## src/rtl/hla_pkg.sv

```systemverilog
// Package for the Hough line accumulator: field widths, action and register codes,
// the quarter-wave Q1.14 sine table and the vote item struct.
// No dependencies.
package hla_pkg;

	localparam int MAX_SIDE_DEF    = 128;
	localparam int RHO_BINS_DEF    = 256;
	localparam int ANGLE_STEPS_DEF = 360;

	localparam int ANGLE_W   = 9;   // angle_index width, angles up to 359
	localparam int RHO_MAX_W = 11;  // holds any rho bin up to 2047
	localparam int CFG_W     = 8;
	localparam int CFG_IDX_W = 1;
	localparam int COUNT_W   = 15;
	localparam int ACTION_W  = 2;
	localparam int PIXEL_W   = 8;
	localparam int TRIG_W    = 16;  // signed Q1.14, magnitude up to 16384
	localparam int FRAC_W    = 14;
	localparam int QUARTER   = 90;
	localparam int QIDX_W    = 7;   // indexes 0..90

	localparam logic [COUNT_W-1:0] COUNT_MAX   = '1;
	localparam logic [PIXEL_W-1:0] EDGE_LEVEL  = '1;
	localparam logic [CFG_W-1:0]   SIDE_RESET  = 8'd128;

	typedef enum logic [ACTION_W-1:0] {
		ACT_VOTE     = 2'd0,
		ACT_READ     = 2'd1,
		ACT_READ_CLR = 2'd2,
		ACT_NOP      = 2'd3
	} action_t;

	typedef enum logic [CFG_IDX_W-1:0] {
		REG_IMAGE_ROWS = 1'b0,
		REG_IMAGE_COLS = 1'b1
	} cfg_reg_t;

	typedef struct packed {
		logic                 valid;
		logic [ANGLE_W-1:0]   theta;
		logic [RHO_MAX_W-1:0] rho;
	} vote_t;

	typedef logic [FRAC_W:0] qsine_tab_t [0:QUARTER];

	localparam logic [63:0] ROT_COS = 64'd1073578288;
	localparam logic [63:0] ROT_SIN = 64'd18739379;

	// Rotate a Q30 unit vector one degree per step; round every step and the final
	// value to Q14.
	function automatic qsine_tab_t build_qsine();
		logic [63:0] c;
		logic [63:0] s;
		logic [63:0] nc;
		logic [63:0] ns;
		logic [63:0] v;
		logic [63:0] cs [0:45];
		logic [63:0] ss [0:45];
		qsine_tab_t  t;
		c = 64'd1 << 30;
		s = 64'd0;
		for (int d = 0; d <= 45; d++) begin
			cs[d] = c;
			ss[d] = s;
			nc = (c * ROT_COS - s * ROT_SIN + (64'd1 << 29)) >> 30;
			ns = (s * ROT_COS + c * ROT_SIN + (64'd1 << 29)) >> 30;
			c = nc;
			s = ns;
		end
		for (int d = 0; d <= QUARTER; d++) begin
			v = (d <= 45) ? ss[d] : cs[QUARTER - d];
			t[d] = (FRAC_W + 1)'((v + (64'd1 << 15)) >> 16);
		end
		return t;
	endfunction

	localparam qsine_tab_t QSINE = build_qsine();

	// Signed sine of (quadrant, remainder) by quarter-wave symmetry.
	function automatic logic signed [TRIG_W-1:0] qsine_lookup(
		input logic [1:0]        quad,
		input logic [QIDX_W-1:0] rem
	);
		logic [FRAC_W:0]          mag;
		logic signed [TRIG_W-1:0] val;
		mag = quad[0] ? QSINE[QIDX_W'(QUARTER) - rem] : QSINE[rem];
		val = $signed({1'b0, mag});
		return quad[1] ? -val : val;
	endfunction

endpackage

```

## src/rtl/hla_vote_gen.sv

```systemverilog
// Vote generator: steps theta over all angles for one pixel and computes the rho bin
// in a three-stage pipeline (trig lookup, products, sum and range check).
// Depends on hla_pkg.
module hla_vote_gen
	import hla_pkg::*;
#(
	parameter int MAX_SIDE    = MAX_SIDE_DEF,
	parameter int RHO_BINS    = RHO_BINS_DEF,
	parameter int ANGLE_STEPS = ANGLE_STEPS_DEF
) (
	input  logic                        clk,
	input  logic                        arst_n,
	input  logic                        start,
	input  logic [$clog2(MAX_SIDE)-1:0] x,
	input  logic [$clog2(MAX_SIDE)-1:0] y,
	output vote_t                       vote,
	output logic                        busy
);

	localparam int CW  = $clog2(MAX_SIDE);
	localparam int PW  = CW + 1 + TRIG_W;
	localparam int SW  = PW + 1;
	localparam int RFW = SW - 1 - FRAC_W;

	logic                     run_q;
	logic [ANGLE_W-1:0]       theta_q;
	logic [1:0]               quad_q;
	logic [QIDX_W-1:0]        rem_q;
	logic [CW-1:0]            x_q;
	logic [CW-1:0]            y_q;

	logic                     valid_s1;
	logic [ANGLE_W-1:0]       theta_s1;
	logic signed [TRIG_W-1:0] sin_s1;
	logic signed [TRIG_W-1:0] cos_s1;

	logic                     valid_s2;
	logic [ANGLE_W-1:0]       theta_s2;
	logic signed [PW-1:0]     px_s2;
	logic signed [PW-1:0]     py_s2;

	logic                     valid_s3;
	logic [ANGLE_W-1:0]       theta_s3;
	logic [RHO_MAX_W-1:0]     rho_s3;

	logic signed [SW-1:0]     sum;
	logic [RFW-1:0]           rho_full;

	// theta sequencer; quadrant and remainder track theta so no divide by 90
	always_ff @(posedge clk or negedge arst_n) begin
		if (!arst_n) begin
			run_q   <= 1'b0;
			theta_q <= '0;
			quad_q  <= '0;
			rem_q   <= '0;
		end else if (start) begin
			run_q   <= 1'b1;
			theta_q <= '0;
			quad_q  <= '0;
			rem_q   <= '0;
		end else if (run_q) begin
			theta_q <= theta_q + 1'b1;
			if (rem_q == QIDX_W'(QUARTER - 1)) begin
				rem_q  <= '0;
				quad_q <= quad_q + 1'b1;
			end else begin
				rem_q <= rem_q + 1'b1;
			end
			if (theta_q == ANGLE_W'(ANGLE_STEPS - 1)) begin
				run_q <= 1'b0;
			end
		end
	end

	always_ff @(posedge clk) begin
		if (start) begin
			x_q <= x;
			y_q <= y;
		end
	end

	always_ff @(posedge clk or negedge arst_n) begin
		if (!arst_n) begin
			valid_s1 <= 1'b0;
			valid_s2 <= 1'b0;
			valid_s3 <= 1'b0;
		end else begin
			valid_s1 <= run_q;
			valid_s2 <= valid_s1;
			valid_s3 <= valid_s2 && !sum[SW-1] && (32'(rho_full) < RHO_BINS);
		end
	end

	// cos(theta) is sin of the next quadrant at the same remainder
	always_ff @(posedge clk) begin
		theta_s1 <= theta_q;
		sin_s1   <= qsine_lookup(quad_q, rem_q);
		cos_s1   <= qsine_lookup(quad_q + 2'd1, rem_q);
		theta_s2 <= theta_s1;
		px_s2    <= $signed({1'b0, x_q}) * cos_s1;
		py_s2    <= $signed({1'b0, y_q}) * sin_s1;
		theta_s3 <= theta_s2;
		rho_s3   <= RHO_MAX_W'(rho_full);
	end

	// truncate toward zero; only non-negative sums are used
	assign sum      = SW'(px_s2) + SW'(py_s2);
	assign rho_full = sum[SW-2:FRAC_W];

	assign vote = '{valid: valid_s3, theta: theta_s3, rho: rho_s3};
	assign busy = run_q || valid_s1 || valid_s2 || valid_s3;

endmodule

```

## config.mk

```make
export PLATFORM = sky130hd
export DESIGN_NAME = hla_vote_gen
export DESIGN_NICKNAME = d
export VERILOG_FILES = /design/src/rtl/hla_pkg.sv /design/src/rtl/hla_vote_gen.sv
export SDC_FILE = /design/constraint.sdc
export NUM_CORES = 1
export LEC_CHECK = 0
export BUFFER_PORTS_ARGS = -buffer_cell sky130_fd_sc_hd__buf_2
export CAP_MARGIN = 20
export CORE_UTILIZATION = 23
export CTS_BUF_LIST = sky130_fd_sc_hd__clkbuf_4 sky130_fd_sc_hd__clkbuf_8
export CTS_CLUSTER_SIZE = 16
export DETAILED_ROUTE_END_ITERATION = 10
export GPL_TIMING_DRIVEN = 1
export PLACE_DENSITY = 0.41
export SLEW_MARGIN = 5
export SYNTH_ARGS = -nofsm -noshare
export SYNTH_HDL_FRONTEND = slang
export SYNTH_SLANG_ARGS = --single-unit
export TNS_END_PERCENT = 50
```

## constraint.sdc

```tcl
create_clock -name clk -period 15.58 [get_ports clk]
set_input_delay 4.674 -clock clk [delete_from_list [all_inputs] [get_ports clk]]
set_output_delay 4.674 -clock clk [all_outputs]
set_load 0.01 [all_outputs]
```

Word-level counts from Yosys, hierarchy flattened --
Memory sizes are Yosys's and may differ from the RTL's. Cells that the tools add are included.
Storage, ports and cells: register bits after elaboration 153, bits in read-only memories 3840, input bits 17, output and inout port bits 22, logic and storage cells 65, memories kept 2
Cells by class: add/sub/neg operators 7, multiply operators 2, order comparisons 3, eq/ne operators 2, muxes and demuxes 19, bitwise operators 2, reductions and logical operators 9
Memory list:
- (no name shown) | words 128, bits a word 15, read ports 1, clocked after memory_dff 0, wr ports 0, RTL line hla_pkg.sv:86 | mag = quad[0] ? QSINE[QIDX_W'(QUARTER) - rem] : QSINE[rem];
- (no name shown) | words 128, bits a word 15, read ports 1, clocked after memory_dff 0, wr ports 0, RTL line hla_pkg.sv:86
Operators with widths (count):
- 2-to-1 mux 15 bit | 8
- multiplier 8 x 16 -> 24 bit | 2
- negator 15 -> 16 bit | 2
- adder 24 x 24 -> 25 bit | 1
- 2-to-1 mux 7 bit | 3
- 2-to-1 mux 9 bit | 2
- >= comparator 8 bit (second input constant) | 2
- inverter 7 -> 8 bit | 2
- less-than comparator 10 x 9 -> 1 bit (second input constant) | 1
- adder 9 x 1 -> 9 bit (second input constant) | 1
- equality test 9 bit (second input constant) | 1
- adder 7 x 1 -> 7 bit (second input constant) | 1
- equality test 7 bit (second input constant) | 1
- subtractor 7 bit (first input constant) | 1
- 2-to-1 mux 2 bit | 3
- nonzero test 2 bit | 2
- logical OR 1 bit | 3
- 2-to-1 mux 1 bit | 3
- adder 2 x 1 -> 2 bit (second input constant) | 1
- logical AND 1 bit | 2
- AND reduction 2 bit | 1
- zero test 1 bit | 1

Depth between registers and ports, before layout --
Gate-level depths: netlist of run 1.
word-level depth 8, mapped depth 21

Worst setup path after synthesis of run 1 --
OpenSTA, ideal clock, no wires.
path type reg-to-output, start point register run_q, end point output busy, arrival time 955 ps, required time 10906 ps, slack 9951 ps, stages on the path, launching flop included 2, cells stage by stage dfrtp_1 > or4_1
On the way: longest elaborated chain between the ends 3
Ends and longest elaborated chain:
- start: declaration | RTL line hla_vote_gen.sv:25 | logic run_q;
- start signal: assignment | RTL line hla_vote_gen.sv:52 | run_q <= 1'b0;
- start signal: assignment | RTL line hla_vote_gen.sv:57 | run_q <= 1'b1;
- start signal: assignment | RTL line hla_vote_gen.sv:70 | run_q <= 1'b0;
- logical OR 1 bit (3 in series) | RTL line hla_vote_gen.sv:111 | assign busy = run_q || valid_s1 || valid_s2 || valid_s3;
- end: declaration | RTL line hla_vote_gen.sv:17 | output logic busy
No other way between the ends.

Worst setup path in the final report of run 1 --
Same ends and word-level chain as after synthesis.

==> flow_results.org, run 1 <==
** Outcome
- Outcome :: completed

** Power and ir drop
- Leakage power of the design :: 8.64 nW
- After layout, the design draws a total of roughly 2.6 mW.
- Largest vdd supply drop :: ~0.00010 V
- Of the total power, the share spent switching nets is 48.7%.
- The clock network burns 12.3% of the power.
- Internal :: 1.35 mW
- Sequential share of power :: 22.0%
- P per Cell Area :: 136 nW/um^2
- The analysis attributes to net switching a power of around 1.3 mW.
- Combinational cells account for 65.8% of the total power.

** Logic synthesis
- Summing the sequential cell areas from Yosys gives between 10% and 20% of the chip area.
- The synthesized design contains between 150 and 200 register bits.
- During synthesis, Yosys emitted a total of 0 warnings.
- Top post-synthesis cells by count :: sky130_fd_sc_hd__inv_1, sky130_fd_sc_hd__and2_1, sky130_fd_sc_hd__fa_1
- Primary flip-flop cell chosen by synthesis mapping :: sky130_fd_sc_hd__dfxtp_1
- Proportion of register bits with asynchronous set or reset after synthesis :: 14.4%
- The largest total area in the synthesized netlist belongs to sky130_fd_sc_hd__fa_1.
- Sorting the synthesized cells by area gives the leading types as sky130_fd_sc_hd__fa_1, sky130_fd_sc_hd__dfxtp_1, sky130_fd_sc_hd__ha_1, sky130_fd_sc_hd__and2_1, sky130_fd_sc_hd__inv_1.
- In this run, distinct cell masters in the synthesized netlist total 105.
- In the synthesized netlist, the number of instances is between 2,000 and 2,500.
- The synthesized design contains 14 enable-type register cells.
- The share of synthesized area in the top cell type comes to about a fifth.
- In this run the mean area of a mapped cell was 8.64 um^2.
- Yosys instantiated no cell more often than sky130_fd_sc_hd__inv_1.
- Synthesized net count :: 2,406
- Post-synthesis instance area :: between 15,000 and 20,000 um^2

** Setup path
- Worst path cell trace :: or4_1 > buf_2
- Crit end category :: primary output
- Along the worst path, the maximum fanout reaches 24.
- The largest single stage delay on the critical path is 0.69 ns.
- CP top delay family :: flip-flops
- Data required, critical path :: about 11 ns
- On the critical path, the stage with the largest delay is an instance of sky130_fd_sc_hd__dfrtp_1.
- Class of the most critical setup path :: reg2out
- The worst setup path is launched from a register.
- Critical path arrival :: 2.00 ns
- Number of buffer and inverter instances along the worst setup path :: 1

** Cells and area
- The finished cells cover 19,400 um^2.
- In the final layout, flip-flops and latches occupy 3320 um^2.
- The net count of the finished layout is around 2,400.
- Fill cells in the final layout number 8,471.
- Of the cells placed in the final design, the portion with a size suffix greater than 1 is 7.87%.
- Compared with the post-synthesis result, the final layout area differs by 8.29%.
- In the final layout, the multi-input gates occupy 13,000 um^2.

** Timing
- Worst-case hold slack :: 0.332 ns
- Period Utilization, post-route :: a little over two fifths
- Post-route setup slack :: 8.90 ns
- Setup repair after global routing left no endpoint under its margin.
- For this run, the top clock speed supported by timing is 150 MHz.
- For the finished layout, the period the worst path requires is 6.68 ns.
- For the pin with the worst max-slew slack, the measured transition is 1.14 ns.
- Final hold violation count :: 0
- Setup TNS :: 0 ns
- Across the routed clock network, the largest skew measured is around 0.018 ns.
- Rel. slew slack :: a little under a quarter
- Setup violations remaining at the end of the flow were counted as 0.
- Count of pins over their slew limit :: 0

** GRT
- The number of global-route vias before repair came to 14,500.
- Pin count of the biggest net entering global routing :: 72
- Global-route total usage across every layer :: between 10% and 20%
- Initial antenna violation count :: 1
- The first global-routing pass estimated approximately 86 mm of wire.
- After global routing the overflow that remains totals 0.

** Clocking
- Clock-pin slew was measured on the worst setup and hold paths at 0.11 ns.
- CTS Buf Count :: 17
- The root buffer cell chosen for the clock tree is sky130_fd_sc_hd__clkbuf_8.
- TritonCTS built the clock tree.
- Hold_buf cts :: 0
- Count of buffers added by post-CTS timing repair for setup :: 0
- H-Tree Depth :: 4
- Number of gates resized after CTS :: 0
- Worst-skew pair later-pin latency :: 0.53 ns
- Counting along the longest clock path gives a buffer depth of 2.
- The clock drives 153 sinks.

** Route
- In the routed layout, each cell is associated on average with a via count of between 4 and 5.
- First-pass DRT Iterations :: 5
- Routed via count :: ~15,000
- In the final routed layout, each cell accounts on average for 17.7 um.
- The final layout contains routed wiring with a total length of 54.9 mm.
- In the routed design, unresolved DRC markers number 0.
- For this block, the initial DRC count from the detailed router was about 1,200.
- Post-route antenna net violation count :: 0

** Place
- At the end of routability-driven placement, the weighted congestion stood at 0.886.
- Detailed placement HPWL :: ~42 mm
- Post-placement setup slack :: 9.30 ns
- Buffers on Ports :: 37
- After detailed placement, the total cell area comes to 19,000 um^2.

** Floorplanning
- Total die area :: 79,200 um^2
- After floorplanning, the core was divided into 102 placement rows.
- Die H :: 281 um
- Initial Utilization :: a little under a quarter
- For this design the top-level I/O count stands at 39.
- Chip Width :: around 280 um
- Core Box Area :: 77,300 um^2

** Run
- Number of max-cap violations :: 0

** Hold path
- The tightest min-delay check is of the reg2reg type.
==> layer usage <==
| metal | part of all wire (%) | routed length, um | GRT usage (%) |
|---|---|---|---|
| met4 | 1.8 | 978 | 3.85 |
| met3 | 4.8 | 2630 | 1.95 |
| met5 | 0 | 0 | 0 |
| met2 | 46 | 25200 | 22.6 |
| met1 | 47 | 26100 | 19.5 |
==> power by group through the flow <==
stage	logic [mW]	registers [mW]	clock network [mW]
CTS	1.76	0.583	0.342
global route	1.99	0.587	0.358
finish	1.73	0.578	0.323
global placement	1.74	0.592	0
detailed placement	1.75	0.592	0
floorplan	1.33	0.539	0
==> cells in the final DEF, fill, tap and decap left out, types with 43 or more instances in the layout <==
cell / instances
sky130_fd_sc_hd__ha_1: 140
sky130_fd_sc_hd__xnor2_1: 71
sky130_fd_sc_hd__nor2_1: 111
sky130_fd_sc_hd__nand2_1: 134
sky130_fd_sc_hd__nor3_1: 43
sky130_fd_sc_hd__and2_1: 198
sky130_fd_sc_hd__inv_1: 271
sky130_fd_sc_hd__o21ai_0: 91
sky130_fd_sc_hd__fa_1: 172
sky130_fd_sc_hd__a21oi_1: 96
sky130_fd_sc_hd__dfxtp_1: 117
==> final cells by class <==
class | count | area share, %
Antenna cell | 1 | 0.0129
Clock buffer | 17 | 1.20
Clock inverter | 15 | 0.959
Inverter | 276 | 5.33
Multi-Input combinational cell | 1533 | 66.7
Sequential cell | 153 | 17.1
Tap cell | 1040 | 6.69
Timing Repair Buffer | 65 | 2.03
==> cells by family after synthesis <==
group	synth area share, %
compound gates	16.4
flops	18.5
mux	2.15
xor+xnor	5.07
other cells	0.0209
fa+ha+maj	29.0
buf+inv	9.31
simple gates	19.6
==> stage by stage <==
step | std cells | utilization, %
after floorplan | 2077 | -
after global placement | 3066 | 24.6
after detailed placement | 3066 | 24.6
after CTS | 3098 | 25.1
after global routing | 3099 | 25.1
final | 3100 | 25.1
==> sequential cells by signal, summed over array words and instances, names as in the netlist <==
name / flops
y_q: 7
quad_q: 2
theta_s3: 9
py_s2: 24
rem_q: 7
valid_s2: 1
cos_s1: 16
theta_s2: 9
x_q: 7
valid_s1: 1
px_s2: 24
valid_s3: 1
theta_q: 9
theta_s1: 9
sin_s1: 16
rho_s3: 10
run_q: 1
==> path summary, 6_finish.rpt <==
kind | end | depth (start not counted) | startpoint | slack [ns]
min in group asynchronous | theta_q[0]$_DFFE_PN0P_ | 1 | arst_n | 4.10
min | theta_s2[4]$_DFF_P_ | 0 | theta_s1[4]$_DFF_P_ | 0.33
max reg2reg | cos_s1[14]$_DFF_P_ | 13 | rem_q[2]$_DFFE_PN0P_ | 9.51
max | busy | 2 | run_q$_DFF_PN0_ | 8.90
min reg2reg | theta_s2[4]$_DFF_P_ | 0 | theta_s1[4]$_DFF_P_ | 0.33
max in group asynchronous | rem_q[4]$_DFFE_PN0P_ | 1 | arst_n | 11.09
Power figures use the tool's default switching activity.
==> run 2: changes to the inputs <==
- PLACE_DENSITY: 0.41 -> 0.42
- clock period: 15.58 -> 5.6 ns (I/O delays scaled with it)
==> run 2 against run 1 <==
Via count grew 1.5%; register-to-register slack worse by 9.3 ns; critical endpoint is now px_s2[23]$_DFF_P_; clock-buffer cell count did not move; core utilization grew 0.34 points; non-clock buffer count increased by 36; critical path type is now reg2reg; global-route usage is 0.39 points higher; setup slack lost 8.7 ns; combinational power rose to 2.7 times the previous value; critical path depth up 15.
==> flow_results.org, run 2 (same netlist as run 1, synthesis figures left out) <==
** Route
- For this run, design rule violations remaining after detail routing come to 0.
- Avg Vias per Cell :: 4.73
- Routed wire per std cell :: 17.8 um
- After detailed routing, the total wire length is 55.9 mm.
- DRC violation total after the first TritonRoute iteration :: 1,113
- The pre-antenna-repair detailed-routing pass consisted of 5 iterations.
- The final route contains 14,800 vias.
- Post-route antenna net violation count :: 0

** Clocking
- Gates resized during post-CTS repair numbered 0.
- TritonCTS clock tree :: done
- Clock root buffer :: sky130_fd_sc_hd__clkbuf_8
- H-Tree Depth :: 4
- Maximum buffer depth of the clock tree :: 2
- After clock tree synthesis, the clock-pin slew on the worst setup and hold paths is 0.11 ns.
- The number of clock buffers added by TritonCTS is 17.
- Clock Sinks :: between 150 and 200
- Clock latency on the worst-skew pair, taken at its later pin, is 0.53 ns.

** Timing
- Pin slew with the least headroom to its limit :: 1.11 ns
- Static timing analysis puts the maximum clock frequency at 187 MHz.
- Setup violation total in the final timing report :: 0
- Final hold violation count :: 0
- Worst-case hold slack :: 0.324 ns
- Setup TNS :: 0 ns
- The worst path meets setup with 0.251 ns of slack.
- Setup repair after global routing missed its margin :: false
- Final setup skew :: 0.0243 ns
- Count of pins over their slew limit :: 0
- Period Utilization, post-route :: between 90% and 100%
- Rel. slew slack :: 25.5%
- Final period demand of the worst path :: 5.35 ns

** Setup path
- Worst R2R Setup Slack :: ~0.25 ns
- Worst r2r src :: x_q[3]$_DFFE_PP_
- The worst setup path is launched from a register.
- Counting cells, the worst reg-to-reg path comes to 17.
- Of all nets on the critical path, the largest fanout is 16.
- Critical path arrival :: 5.76 ns
- The worst setup path is captured at a register.
- Endpoint of the worst-slack reg-to-reg timing path :: px_s2[23]$_DFF_P_
- The worst setup path is of the reg2reg kind.
- Data required, critical path :: 6.01 ns

** Cells and area
- Final net count :: 2,411
- Relative to the synthesized area, the layout overhead comes to 9.74%.
- Fraction of final layout cells sized beyond drive strength 1 :: under 10%
- The top cell types in the final layout, fill and taps aside, are sky130_fd_sc_hd__inv_1, sky130_fd_sc_hd__and2_1, sky130_fd_sc_hd__fa_1.
- Post-route non-filler standard cell count :: 3,135
- 0 antenna diodes ended up in the layout.
- The library cell used most frequently in the layout, excluding fill and tap cells, is sky130_fd_sc_hd__inv_1.
- Regs by FF count :: px_s2 (24), py_s2 (24)

** Floorplanning
- In this run the core area contains around 100 standard-cell rows.
- From left edge to right edge, the die measures 281 um.
- Total die area :: 79,200 um^2
- Initial Utilization :: 23.2%
- The core region is 77,300 um^2.
- Top Ports :: 39
- Die H :: 281 um

** GRT
- Entering global routing, the biggest net connects 59 pins.
- Wire length of the first global-routing pass :: approximately 89 mm
- The number of global-route vias before repair was 15,100.
- Global routing used between 10% and 20% of the available tracks across all layers.
- For this run the aggregate overflow at the end of global routing stands at 0.
- Initial antenna violation count :: 0

** Place
- Cell count after placement :: roughly 3,100
- Gpl congestion :: 0.871
- Buffers on Ports :: 37
- Detailed placement HPWL :: 44.0 mm
- Timing analysis after detailed placement gives a worst setup slack of 0.241 ns.

** Power and ir drop
- VDD sags by at most 0.000248 V.
- Summed over all cells, the static leakage comes to approximately 8.8 nW.
- P per Cell Area :: 367 nW/um^2

** Hold path
- Tightest Hold Check Type :: reg2reg
- The path with the worst hold slack has its endpoint at theta_s2[8]$_DFF_P_.
- Start point of the worst hold path :: theta_s1[8]$_DFF_P_
- Hold path cells :: 0

** Outcome
- Outcome :: completed

** Run
- The tool flagged a number of max-cap violations equal to 0.
==> run 2: area by class of cell <==
type | count | area, um^2
clock buffer | 17 | 234
clock inverter | 15 | 179
fill | 8494 | 57600
inverter | 276 | 1040
multi-input combinational | 1533 | 13000
sequential | 153 | 3320
tap | 1040 | 1300
timing repair buffer | 101 | 666
==> run 2: critical path: stages (launching register included) <==
cell,delay (ns)
sky130_fd_sc_hd__edfxtp_1,0.67
sky130_fd_sc_hd__and2_1,0.27
sky130_fd_sc_hd__fa_1,0.52
sky130_fd_sc_hd__fa_1,0.44
sky130_fd_sc_hd__fa_1,0.56
sky130_fd_sc_hd__inv_1,0.06
sky130_fd_sc_hd__fa_1,0.53
sky130_fd_sc_hd__inv_1,0.04
sky130_fd_sc_hd__ha_1,0.22
sky130_fd_sc_hd__or3_1,0.37
sky130_fd_sc_hd__a221o_1,0.28
sky130_fd_sc_hd__nand2_1,0.13
sky130_fd_sc_hd__o2111a_1,0.23
sky130_fd_sc_hd__nor3_1,0.06
sky130_fd_sc_hd__a2111oi_0,0.43
sky130_fd_sc_hd__buf_4,0.22
sky130_fd_sc_hd__a21oi_1,0.07
sky130_fd_sc_hd__xnor2_1,0.12
==> run 2: how the worst max path moves through the flow <==
stage,startpoint,endpoint,slack (ns)
after floorplan,x_q[3]$_DFFE_PP_,px_s2[23]$_DFF_P_,0.62
after detailed placement,y_q[2]$_DFFE_PP_,py_s2[22]$_DFF_P_,0.24
after global placement,y_q[2]$_DFFE_PP_,py_s2[22]$_DFF_P_,0.28
after CTS,x_q[3]$_DFFE_PP_,px_s2[23]$_DFF_P_,0.19
final,x_q[3]$_DFFE_PP_,px_s2[23]$_DFF_P_,0.25
after global routing,x_q[3]$_DFFE_PP_,px_s2[23]$_DFF_P_,0.01
==> run 2: layer usage <==
| metal | GRT usage [%] | routed length (um) | up-vias |
|---|---|---|---|
| met5 | 0 | 0 | - |
| met4 | 5.76 | 1870 | 0 |
| met3 | 2.15 | 2650 | 93 |
| met2 | 23.0 | 25500 | 439 |
| met1 | 19.4 | 25900 | 7264 |
| li1 | - | - | 7018 |
==> run 2: timing repair <==
item	4_1_cts	5_1_grt
buffers inserted	0	1
setup endpoints to repair	0	2
hold buffers	0	0
==> run 2: report_power, final <==
group | internal, mW | total (mW) | switching, mW
Combinational | 2.06 | 4.73 | 2.67
Clock | 0.340 | 0.891 | 0.551
Sequential | 1.38 | 1.61 | 0.229
Total | 3.78 | 7.23 | 3.45
==> run 2: per-stage QoR <==
step	power (mW)	cell area [um^2]	utilization, %
CTS	7.36	19700	25.5
floorplan	5.19	18000	-
global placement	6.41	19300	24.9
global route	8.06	19700	25.5
detailed placement	6.43	19300	24.9
finish	7.23	19700	25.5
